File: src/design/mpd_pkg.sv
// ---------------------------------------------------------------------------
// mpd_pkg - mouse packet decoder package
// Packet format codes, field widths and the packed layout of a report.
// ---------------------------------------------------------------------------
package mpd_pkg;

   localparam int BYTE_W    = 8;
   localparam int FORMAT_W  = 2;
   localparam int INDEX_W   = 2;
   localparam int DELTA_W   = 9;
   localparam int WHEEL_W   = 8;
   localparam int POS_W     = 32;
   localparam int EXTRA_W   = 2;
   localparam int RSP_PAD_W = 7;

   // packet_format register codes; the unused code decodes as the wheel format
   localparam logic [FORMAT_W-1:0] FMT_STANDARD = 2'd0;
   localparam logic [FORMAT_W-1:0] FMT_WHEEL    = 2'd1;
   localparam logic [FORMAT_W-1:0] FMT_EXTENDED = 2'd2;
   localparam logic [FORMAT_W-1:0] FMT_RESET    = FMT_WHEEL;

   // byte positions within a packet
   localparam logic [INDEX_W-1:0] IDX_HEADER = 2'd0;
   localparam logic [INDEX_W-1:0] IDX_X      = 2'd1;
   localparam logic [INDEX_W-1:0] IDX_Y      = 2'd2;
   localparam logic [INDEX_W-1:0] IDX_WHEEL  = 2'd3;

   // header byte bit positions
   localparam int HDR_LEFT   = 0;
   localparam int HDR_RIGHT  = 1;
   localparam int HDR_MIDDLE = 2;
   localparam int HDR_SIGN_X = 4;
   localparam int HDR_SIGN_Y = 5;
   localparam int HDR_OVF_X  = 6;
   localparam int HDR_OVF_Y  = 7;

   // report layout, last member lowest: btn_left sits in bit 0
   typedef struct packed {
      logic [RSP_PAD_W-1:0]      pad;
      logic signed [POS_W-1:0]   pos_z;
      logic signed [POS_W-1:0]   pos_y;
      logic signed [POS_W-1:0]   pos_x;
      logic                      overflow_y;
      logic                      overflow_x;
      logic signed [WHEEL_W-1:0] delta_z;
      logic signed [DELTA_W-1:0] delta_y;
      logic signed [DELTA_W-1:0] delta_x;
      logic [EXTRA_W-1:0]        extra_buttons;
      logic                      btn_middle;
      logic                      btn_right;
      logic                      btn_left;
   } rsp_data_type;

   localparam int RSP_DATA_W = $bits(rsp_data_type);

endpackage

File: src/design/mouse_packet_decoder.sv
// ---------------------------------------------------------------------------
// mouse_packet_decoder - mouse byte framing and position tracking
// Frames received mouse bytes into 3- or 4-byte packets, decodes buttons,
// overflow flags and deltas, and keeps wrapping X/Y/Z positions.
// ---------------------------------------------------------------------------
// One received byte is taken per clock on the req_ stream. Bytes that do not
// close a packet are always taken at once; the closing byte of a packet is
// decoded and added into the positions in the same cycle and its report
// appears on the rsp_ stream from the next cycle. The only stall is the
// report register: a closing byte waits while a previous report is held and
// rsp_tready is low. Sustained rate is therefore one byte per cycle. The
// packet format is read from the csr_ register on every byte, so it should be
// changed only between packets. There is no header resynchronisation.
// ---------------------------------------------------------------------------
module mouse_packet_decoder (
   input  logic                            clock,
   input  logic                            reset,
   // configuration: packet_format
   input  logic                            csr_wr_en,
   input  logic [mpd_pkg::FORMAT_W-1:0]    csr_wr_data,
   // req_tdata: rx_byte[7:0]
   input  logic                            req_tvalid,
   output logic                            req_tready,
   input  logic [mpd_pkg::BYTE_W-1:0]      req_tdata,
   // rsp_tdata, from bit 0: btn_left, btn_right, btn_middle, extra_buttons[2],
   // delta_x[9], delta_y[9], delta_z[8], overflow_x, overflow_y, pos_x[32],
   // pos_y[32], pos_z[32], zero pad[7]
   output logic                            rsp_tvalid,
   input  logic                            rsp_tready,
   output logic [mpd_pkg::RSP_DATA_W-1:0]  rsp_tdata
);
   import mpd_pkg::*;

   logic [FORMAT_W-1:0] format_ff;
   logic [INDEX_W-1:0]  index_ff, index_in;
   logic [BYTE_W-1:0]   header_ff, x_ff, y_ff;
   logic [POS_W-1:0]    acc_x_ff, acc_y_ff, acc_z_ff;
   logic [POS_W-1:0]    acc_x_in, acc_y_in, acc_z_in;
   rsp_data_type        rsp_ff, rsp_in;
   logic                rsp_valid_ff;

   logic                accept;
   logic                last_byte;
   logic [BYTE_W-1:0]   y_byte;
   logic [DELTA_W-1:0]  dx, dy;
   logic [WHEEL_W-1:0]  dz;
   logic [EXTRA_W-1:0]  extra;

   assign last_byte = (index_ff == IDX_WHEEL) ||
                      (index_ff == IDX_Y && format_ff == FMT_STANDARD);

   // a closing byte needs room in the report register
   assign req_tready = !last_byte || !rsp_valid_ff || rsp_tready;
   assign accept     = req_tvalid && req_tready;

   assign index_in = last_byte ? IDX_HEADER : index_ff + INDEX_W'(1);

   // in the standard format the Y byte arrives with the closing transaction
   assign y_byte = (index_ff == IDX_Y) ? req_tdata : y_ff;

   assign dx = {header_ff[HDR_SIGN_X], x_ff};
   assign dy = {header_ff[HDR_SIGN_Y], y_byte};

   always_comb begin
      dz    = '0;
      extra = '0;
      if (index_ff == IDX_WHEEL) begin
         unique case (format_ff)
            FMT_STANDARD: begin
               dz = '0;
            end
            FMT_EXTENDED: begin
               dz    = {{(WHEEL_W-4){req_tdata[3]}}, req_tdata[3:0]};
               extra = req_tdata[5:4];
            end
            default: begin
               dz = req_tdata;
            end
         endcase
      end
   end

   assign acc_x_in = acc_x_ff + {{(POS_W-DELTA_W){dx[DELTA_W-1]}}, dx};
   assign acc_y_in = acc_y_ff + {{(POS_W-DELTA_W){dy[DELTA_W-1]}}, dy};
   assign acc_z_in = acc_z_ff + {{(POS_W-WHEEL_W){dz[WHEEL_W-1]}}, dz};

   always_comb begin
      rsp_in               = '0;
      rsp_in.btn_left      = header_ff[HDR_LEFT];
      rsp_in.btn_right     = header_ff[HDR_RIGHT];
      rsp_in.btn_middle    = header_ff[HDR_MIDDLE];
      rsp_in.extra_buttons = extra;
      rsp_in.delta_x       = dx;
      rsp_in.delta_y       = dy;
      rsp_in.delta_z       = dz;
      rsp_in.overflow_x    = header_ff[HDR_OVF_X];
      rsp_in.overflow_y    = header_ff[HDR_OVF_Y];
      rsp_in.pos_x         = acc_x_in;
      rsp_in.pos_y         = acc_y_in;
      rsp_in.pos_z         = acc_z_in;
   end

   always_ff @(posedge clock) begin
      if (reset) begin
         format_ff    <= FMT_RESET;
         index_ff     <= IDX_HEADER;
         header_ff    <= '0;
         x_ff         <= '0;
         y_ff         <= '0;
         acc_x_ff     <= '0;
         acc_y_ff     <= '0;
         acc_z_ff     <= '0;
         rsp_valid_ff <= 1'b0;
      end else begin
         if (csr_wr_en) begin
            format_ff <= csr_wr_data;
         end
         // a new report may replace the one leaving in the same cycle
         if (accept && last_byte) begin
            rsp_valid_ff <= 1'b1;
         end else if (rsp_tready) begin
            rsp_valid_ff <= 1'b0;
         end
         if (accept) begin
            index_ff <= index_in;
            unique case (index_ff)
               IDX_HEADER: header_ff <= req_tdata;
               IDX_X:      x_ff      <= req_tdata;
               IDX_Y:      y_ff      <= req_tdata;
               default:    ;
            endcase
            if (last_byte) begin
               acc_x_ff     <= acc_x_in;
               acc_y_ff     <= acc_y_in;
               acc_z_ff     <= acc_z_in;
            end
         end
      end
   end

   always_ff @(posedge clock) begin
      if (accept && last_byte) begin
         rsp_ff <= rsp_in;
      end
   end

   assign rsp_tvalid = rsp_valid_ff;
   assign rsp_tdata  = rsp_ff;

endmodule
File: config.mk
export PLATFORM = sky130hd
export DESIGN_NAME = mouse_packet_decoder
export DESIGN_NICKNAME = d
export VERILOG_FILES = /design/src/design/mpd_pkg.sv /design/src/design/mouse_packet_decoder.sv
export SDC_FILE = /design/constraint.sdc
export NUM_CORES = 1
export LEC_CHECK = 0
export BUFFER_PORTS_ARGS = -buffer_cell sky130_fd_sc_hd__buf_4
export CAP_MARGIN = 40
export CELL_PAD_IN_SITES_DETAIL_PLACEMENT = 1
export CELL_PAD_IN_SITES_GLOBAL_PLACEMENT = 2
export CORE_ASPECT_RATIO = 0.9
export CORE_MARGIN = 10
export CORE_UTILIZATION = 39
export CTS_BUF_LIST = sky130_fd_sc_hd__clkbuf_4
export DETAILED_ROUTE_END_ITERATION = 8
export PLACE_DENSITY = 0.86
export SLEW_MARGIN = 5
export SYNTH_ARGS = -nofsm -noshare
export SYNTH_HDL_FRONTEND = slang
export SYNTH_SLANG_ARGS = --single-unit
export TNS_END_PERCENT = 1
File: constraint.sdc
create_clock -name clock -period 8.45 [get_ports clock]
set_input_delay 0.845 -clock clock [delete_from_list [all_inputs] [get_ports clock]]
set_output_delay 0.845 -clock clock [all_outputs]
set_load 0.05 [all_outputs]
After elaboration in Yosys (flattened, before gate mapping)
Cells that the tools add are included.
{"block": "classes", "n_addsub": 4, "muxes": 6, "n_eq_ne": 4, "n_reduce_logical": 15}
{"operator": "$add 32x32->32", "n": 3}
{"operator": "$mux 8", "n": 2}
{"operator": "$pmux 8 s2", "n": 1}
{"operator": "$reduce_and 2->1", "n": 4}
{"operator": "$eq 2x2->1 const B", "n": 3}
{"operator": "$logic_not 2->1", "n": 2}
{"operator": "$logic_and 1x1->1", "n": 3}
{"operator": "$logic_or 1x1->1", "n": 3}
{"operator": "$add 2x1->2 const B", "n": 1}
{"operator": "$eq 2x1->1 const B", "n": 1}
{"operator": "$logic_not 1->1", "n": 2}
{"operator": "$mux 1", "n": 2}
{"operator": "$mux 2", "n": 1}
{"operator": "$reduce_bool 2->1", "n": 1}
{"block": "word_totals", "inputBits": 15, "output_inout_bits": 138, "reg_bits": 254, "elab_cells": 50}

Longest topological paths before layout
{"block": "logic_depth", "ltp_word": 9, "depth_mapped": 15, "ltp_nobuf": 14}

Least setup slack after synthesis
Ideal clock, no wire load.
{"block": "synth_timing", "path_kind": "input to register", "from": "input rsp_tready", "to": "register rsp_ff (netlist bit rsp_tdata[0]) (enable)", "required_ns": 7.907, "stages": 8, "path_slack_ns": 2.344, "t_arrival_ns": 5.563, "setup_ns": 0.543, "path_buffers": 4, "cell_sequence": "nand2b_1 nand2_1 or2_1 clkbuf_1 inv_1 buf_2 clkbuf_1 clkbuf_1"}
{"block": "synth_via", "elab_chain_cells": 3}
{"item": "from (decl)", "line": "mouse_packet_decoder.sv:29", "text": "input logic rsp_tready,"}
{"item": "$logic_or 1x1->1", "line": "mouse_packet_decoder.sv:53", "text": "assign req_tready = !last_byte || !rsp_valid_ff || rsp_tready;"}
{"item": "$logic_and 1x1->1", "line": "mouse_packet_decoder.sv:54", "text": "assign accept = req_tvalid && req_tready;"}
{"item": "$logic_and 1x1->1", "line": "mouse_packet_decoder.sv:142", "text": "if (accept && last_byte) begin"}
{"item": "to (signal assigned)", "line": "mouse_packet_decoder.sv:143", "text": "rsp_ff <= rsp_in;"}
{"item": "to (decl)", "line": "mouse_packet_decoder.sv:39", "text": "rsp_data_type rsp_ff, rsp_in;"}
No other way between the ends.
A chain may end at the register's enable or synchronous reset.

Final worst setup path
{"block": "layout_timing", "from": "register format_ff[1]", "to": "register acc_z_ff[31]"}
{"block": "layout_via", "elab_cells_between_ends": 12, "classes_between": "add/sub (1); eq/ne (1); mux (2); reduce/logical (8)"}
{"item": "from (decl)", "line": "mouse_packet_decoder.sv:34", "text": "logic [FORMAT_W-1:0] format_ff;"}
{"item": "from (signal assigned)", "line": "mouse_packet_decoder.sv:116", "text": "format_ff <= csr_wr_data;"}
{"item": "$eq 2x2->1 or $logic_not 2->1 (tied branches)", "line": "mouse_packet_decoder.sv:68", "text": "unique case (format_ff)"}
{"item": "$pmux 8 s2 (*)", "line": "mouse_packet_decoder.sv:68"}
{"item": "$mux 8 (*)", "line": "mouse_packet_decoder.sv:67", "text": "if (index_ff == IDX_WHEEL) begin"}
{"item": "named net dz[7]", "line": "mouse_packet_decoder.sv:46", "text": "logic [WHEEL_W-1:0] dz;"}
{"item": "$add 32x32->32 (*)", "line": "mouse_packet_decoder.sv:85", "text": "assign acc_z_in = acc_z_ff + {{(POS_W-WHEEL_W){dz[WHEEL_W-1]}}, dz};"}
{"item": "to (signal assigned)", "line": "mouse_packet_decoder.sv:135", "text": "acc_z_ff <= acc_z_in;"}
{"item": "to (decl)", "line": "mouse_packet_decoder.sv:37", "text": "logic [POS_W-1:0] acc_x_ff, acc_y_ff, acc_z_ff;"}
The timed path passes the listed nets; every way through them passes the cells marked *.

==> metrics <==
status=completed; sequential area share after synthesis=44.8%; post-CTS setup buffer count=0; Total GRT Usage=18.0%; clock sink count=253; Total Neg Setup Slack=0 ns; EDFF count, synth=129; Synth Cell Area=0.0142 sq mm; Arrival @ worst endpoint=4.78 ns; Fillers=4189; first drt pass iteration count=7; Final HPWL DP=28800 microns; fmax=241 MHz; P_leak=7.14 nW; clk_lat worst skew=0.76 ns; crit share post-route=49.1%; Hold WC Path Type=in -> reg; gpl congestion=0.849; synthesized flop and latch total=253; DP Worst Slack=4.05 ns; RSZ-0062 raised after global routing=no; Vias=11900; Slew HR=54.6%; Slowest-stage cell, CP=dfxtp_1; Clock transition at path regs=0.06 ns; CTS tree=yes; CP Launch Type=flop; Final min period=4.15 ns; # DRC=0; vias in the first global route=12500; crit-path leading delay family=compound AO/OA/AOI/OAI gates; Crit path largest cell delay=0.38 ns; Die Wd=221 microns; Max Clock Skew=0.0426 ns; Critical Path RT=9.08 ns; Yosys warnings=0; Die Y=201 microns; H-Tree Depth=3; Yosys cell types=81; Final nets=1768; initial antenna violation count=2; Core Box Area=0.0360 sq mm; crit path max fanout=18; share of layout cells above drive strength 1=17.3%; die area=0.0444 sq mm; synthesized area per cell=9.47 sq um; drt total wl=40700 microns; Worst VDD drop=0.106 mV; crit end category=flop; CP bufs+invs=2; largest net degree at the start of global routing=96; P&R area growth vs syn=17.3%; Port Buffer Count=145; fin. max-slew vios=0; GRT overflow=0; num rows=66; CP most frequent cell=nand2_1; final setup vio count=0; Final WS setup=4.30 ns; ys async rst share=0%; first-pass GRT wire length=66400 microns; ANT nets after route=0; PwrDens=161 mW/mm^2; critical path class=reg -> reg; Hold Fails Final Rpt=0; Clock Tree Root=clkbuf_4; worst slew pin tran=0.679 ns; max-cap violation count=0; CTS Buf Count=71; Post-Syn Instances=1497; Top FF cell, synth=edfxtp_1; cells along the critical path=nor2b_1 -> nand2_1 -> nand2_1 -> nand2_1 -> inv_1 -> buf_4 -> ha_1 -> a21o_1 -> a211oi_4 -> o21ai_2 -> a21o_1 -> o31ai_4 -> mux2i_1 -> o31ai_1 -> mux2_1; routed len/inst=18.6 microns; vias per cell=5.42; clock buffer depth=3; Initial Utilization=39.4%; # IOs=153; hold buffers post-CTS=0; post-cts sizing count=0; Iter 0 DRT Violations=532
layout by cell type (no fill, tap or decap), types with 39 or more instances in the layout:
cell type	count
a21o_1	48
a21oi_1	169
buf_4	154
clkbuf_4	97
dfxtp_1	124
edfxtp_1	129
ha_1	97
inv_1	39
nand2_1	203
nand3_1	61
nor2_1	76
o21ai_0	41
xnor2_1	55
per-layer routing:
layer	global-route usage, %	vias to the layer above	wire, microns
li1	-	5827	-
met1	22.5	5719	18800
met2	29.9	231	19200
met3	4.00	81	1660
met4	6.28	0	1030
met5	0	-	0
area by class of cell:
cell class / count / area, sq um / share of cell area [%]
clock buffer: 97 / 728 / 4.38
inverter: 40 / 158 / 0.948
multi-input combinational: 1129 / 7340 / 44.1
clock inverter: 33 / 199 / 1.20
timing repair buffer: 158 / 1250 / 7.51
antenna: 2 / 5.00 / 0.0301
sequential: 253 / 6360 / 38.2
tap: 476 / 596 / 3.58
synthesized netlist by cell type, types with 6 or more instances:
cell type | n | area share, %
xnor2_1 | 55 | 3.4
or3_1 | 14 | 0.62
xor2_1 | 26 | 1.6
nand3b_1 | 6 | 0.32
buf_4 | 8 | 0.42
a41oi_1 | 6 | 0.37
and2_1 | 15 | 0.66
a211oi_1 | 12 | 0.64
a31oi_1 | 16 | 0.71
nor2b_1 | 14 | 0.62
mux2_2 | 9 | 0.71
a21oi_1 | 169 | 6.0
nor2_1 | 76 | 2.0
mux2i_1 | 14 | 0.99
buf_2 | 9 | 0.32
nand3_1 | 61 | 2.2
a21o_1 | 48 | 2.5
o21a_1 | 20 | 1.1
edfxtp_1 | 129 | 27
nand2_1 | 203 | 5.4
o211ai_1 | 16 | 0.85
o31ai_1 | 7 | 0.37
dfxtp_1 | 124 | 18
or4_1 | 7 | 0.37
o21bai_1 | 12 | 0.64
nand4_1 | 21 | 0.93
nand2b_1 | 12 | 0.53
and3_1 | 33 | 1.5
inv_1 | 40 | 1.1
o21ai_0 | 41 | 1.4
a211o_1 | 7 | 0.43
nor3_1 | 21 | 0.74
clkbuf_1 | 59 | 1.6
ha_1 | 97 | 8.6
worst reg2reg max path, cell delays in order, from the launching register on:
cell,delay (ns)
dfxtp_1,0.38
nor2b_1,0.24
nand2_1,0.14
nand2_1,0.08
nand2_1,0.16
inv_1,0.34
buf_4,0.33
ha_1,0.39
a21o_1,0.26
a211oi_4,0.34
o21ai_2,0.09
a21o_1,0.23
o31ai_4,0.28
mux2i_1,0.15
o31ai_1,0.28
mux2_1,0.35
report_power, final:
| part | switching (mW) | internal (mW) | total [mW] |
|---|---|---|---|
| Sequential | 0.00819 | 1.30 | 1.31 |
| Clock | 0.559 | 0.601 | 1.16 |
| Combinational | 0.146 | 0.0608 | 0.207 |
flip-flops by register name, indices dropped and copies added, names as in the netlist:
register and count:
rsp_tvalid 1, acc_z_ff 32, x_ff 8, acc_x_ff 32
y_ff 8, header_ff 7, acc_y_ff 32, index_ff 2
rsp_tdata 129, format_ff 2
cells by family after synthesis:
kind of cell / synth area share (%)
AOI/OAI and AO/OA: 18.6
xor gates and xnor gates: 5.16
adders and majority gates: 8.98
buffers and inverters: 3.55
DFF: 44.8
muxes: 1.78
other: 0.0264
and+or+nand+nor: 17.1
per-stage QoR:
step / std cells / utilization [%] / hold slack, ns / power, mW / area, sq um
2_1_floorplan: 1503 / - / 0.408 / 1.48 / 14200
4_1_cts: 2186 / 46.2 / 0.264 / 2.73 / 16600
5_1_grt: 2188 / 46.2 / 0.270 / 2.81 / 16600
6_report: 2188 / 46.2 / 0.342 / 2.68 / 16600
3_5_place_dp: 2056 / 43.6 / 0.417 / 1.55 / 15700
3_3_place_gp: 2052 / 43.4 / 0.417 / 1.54 / 15600
worst paths after layout:
kind                                      from           end  slack (ns)  cells past startpoint
worst max-delay path              format_ff[1]  acc_z_ff[31]        4.30                     15
worst min-delay path            csr_wr_data[0]  format_ff[0]        0.34                      3
worst max register to register    format_ff[1]  acc_z_ff[31]        4.30                     15
worst min register to register    header_ff[0]  rsp_tdata[0]        0.43                      0
Power figures use the tool's default switching activity.
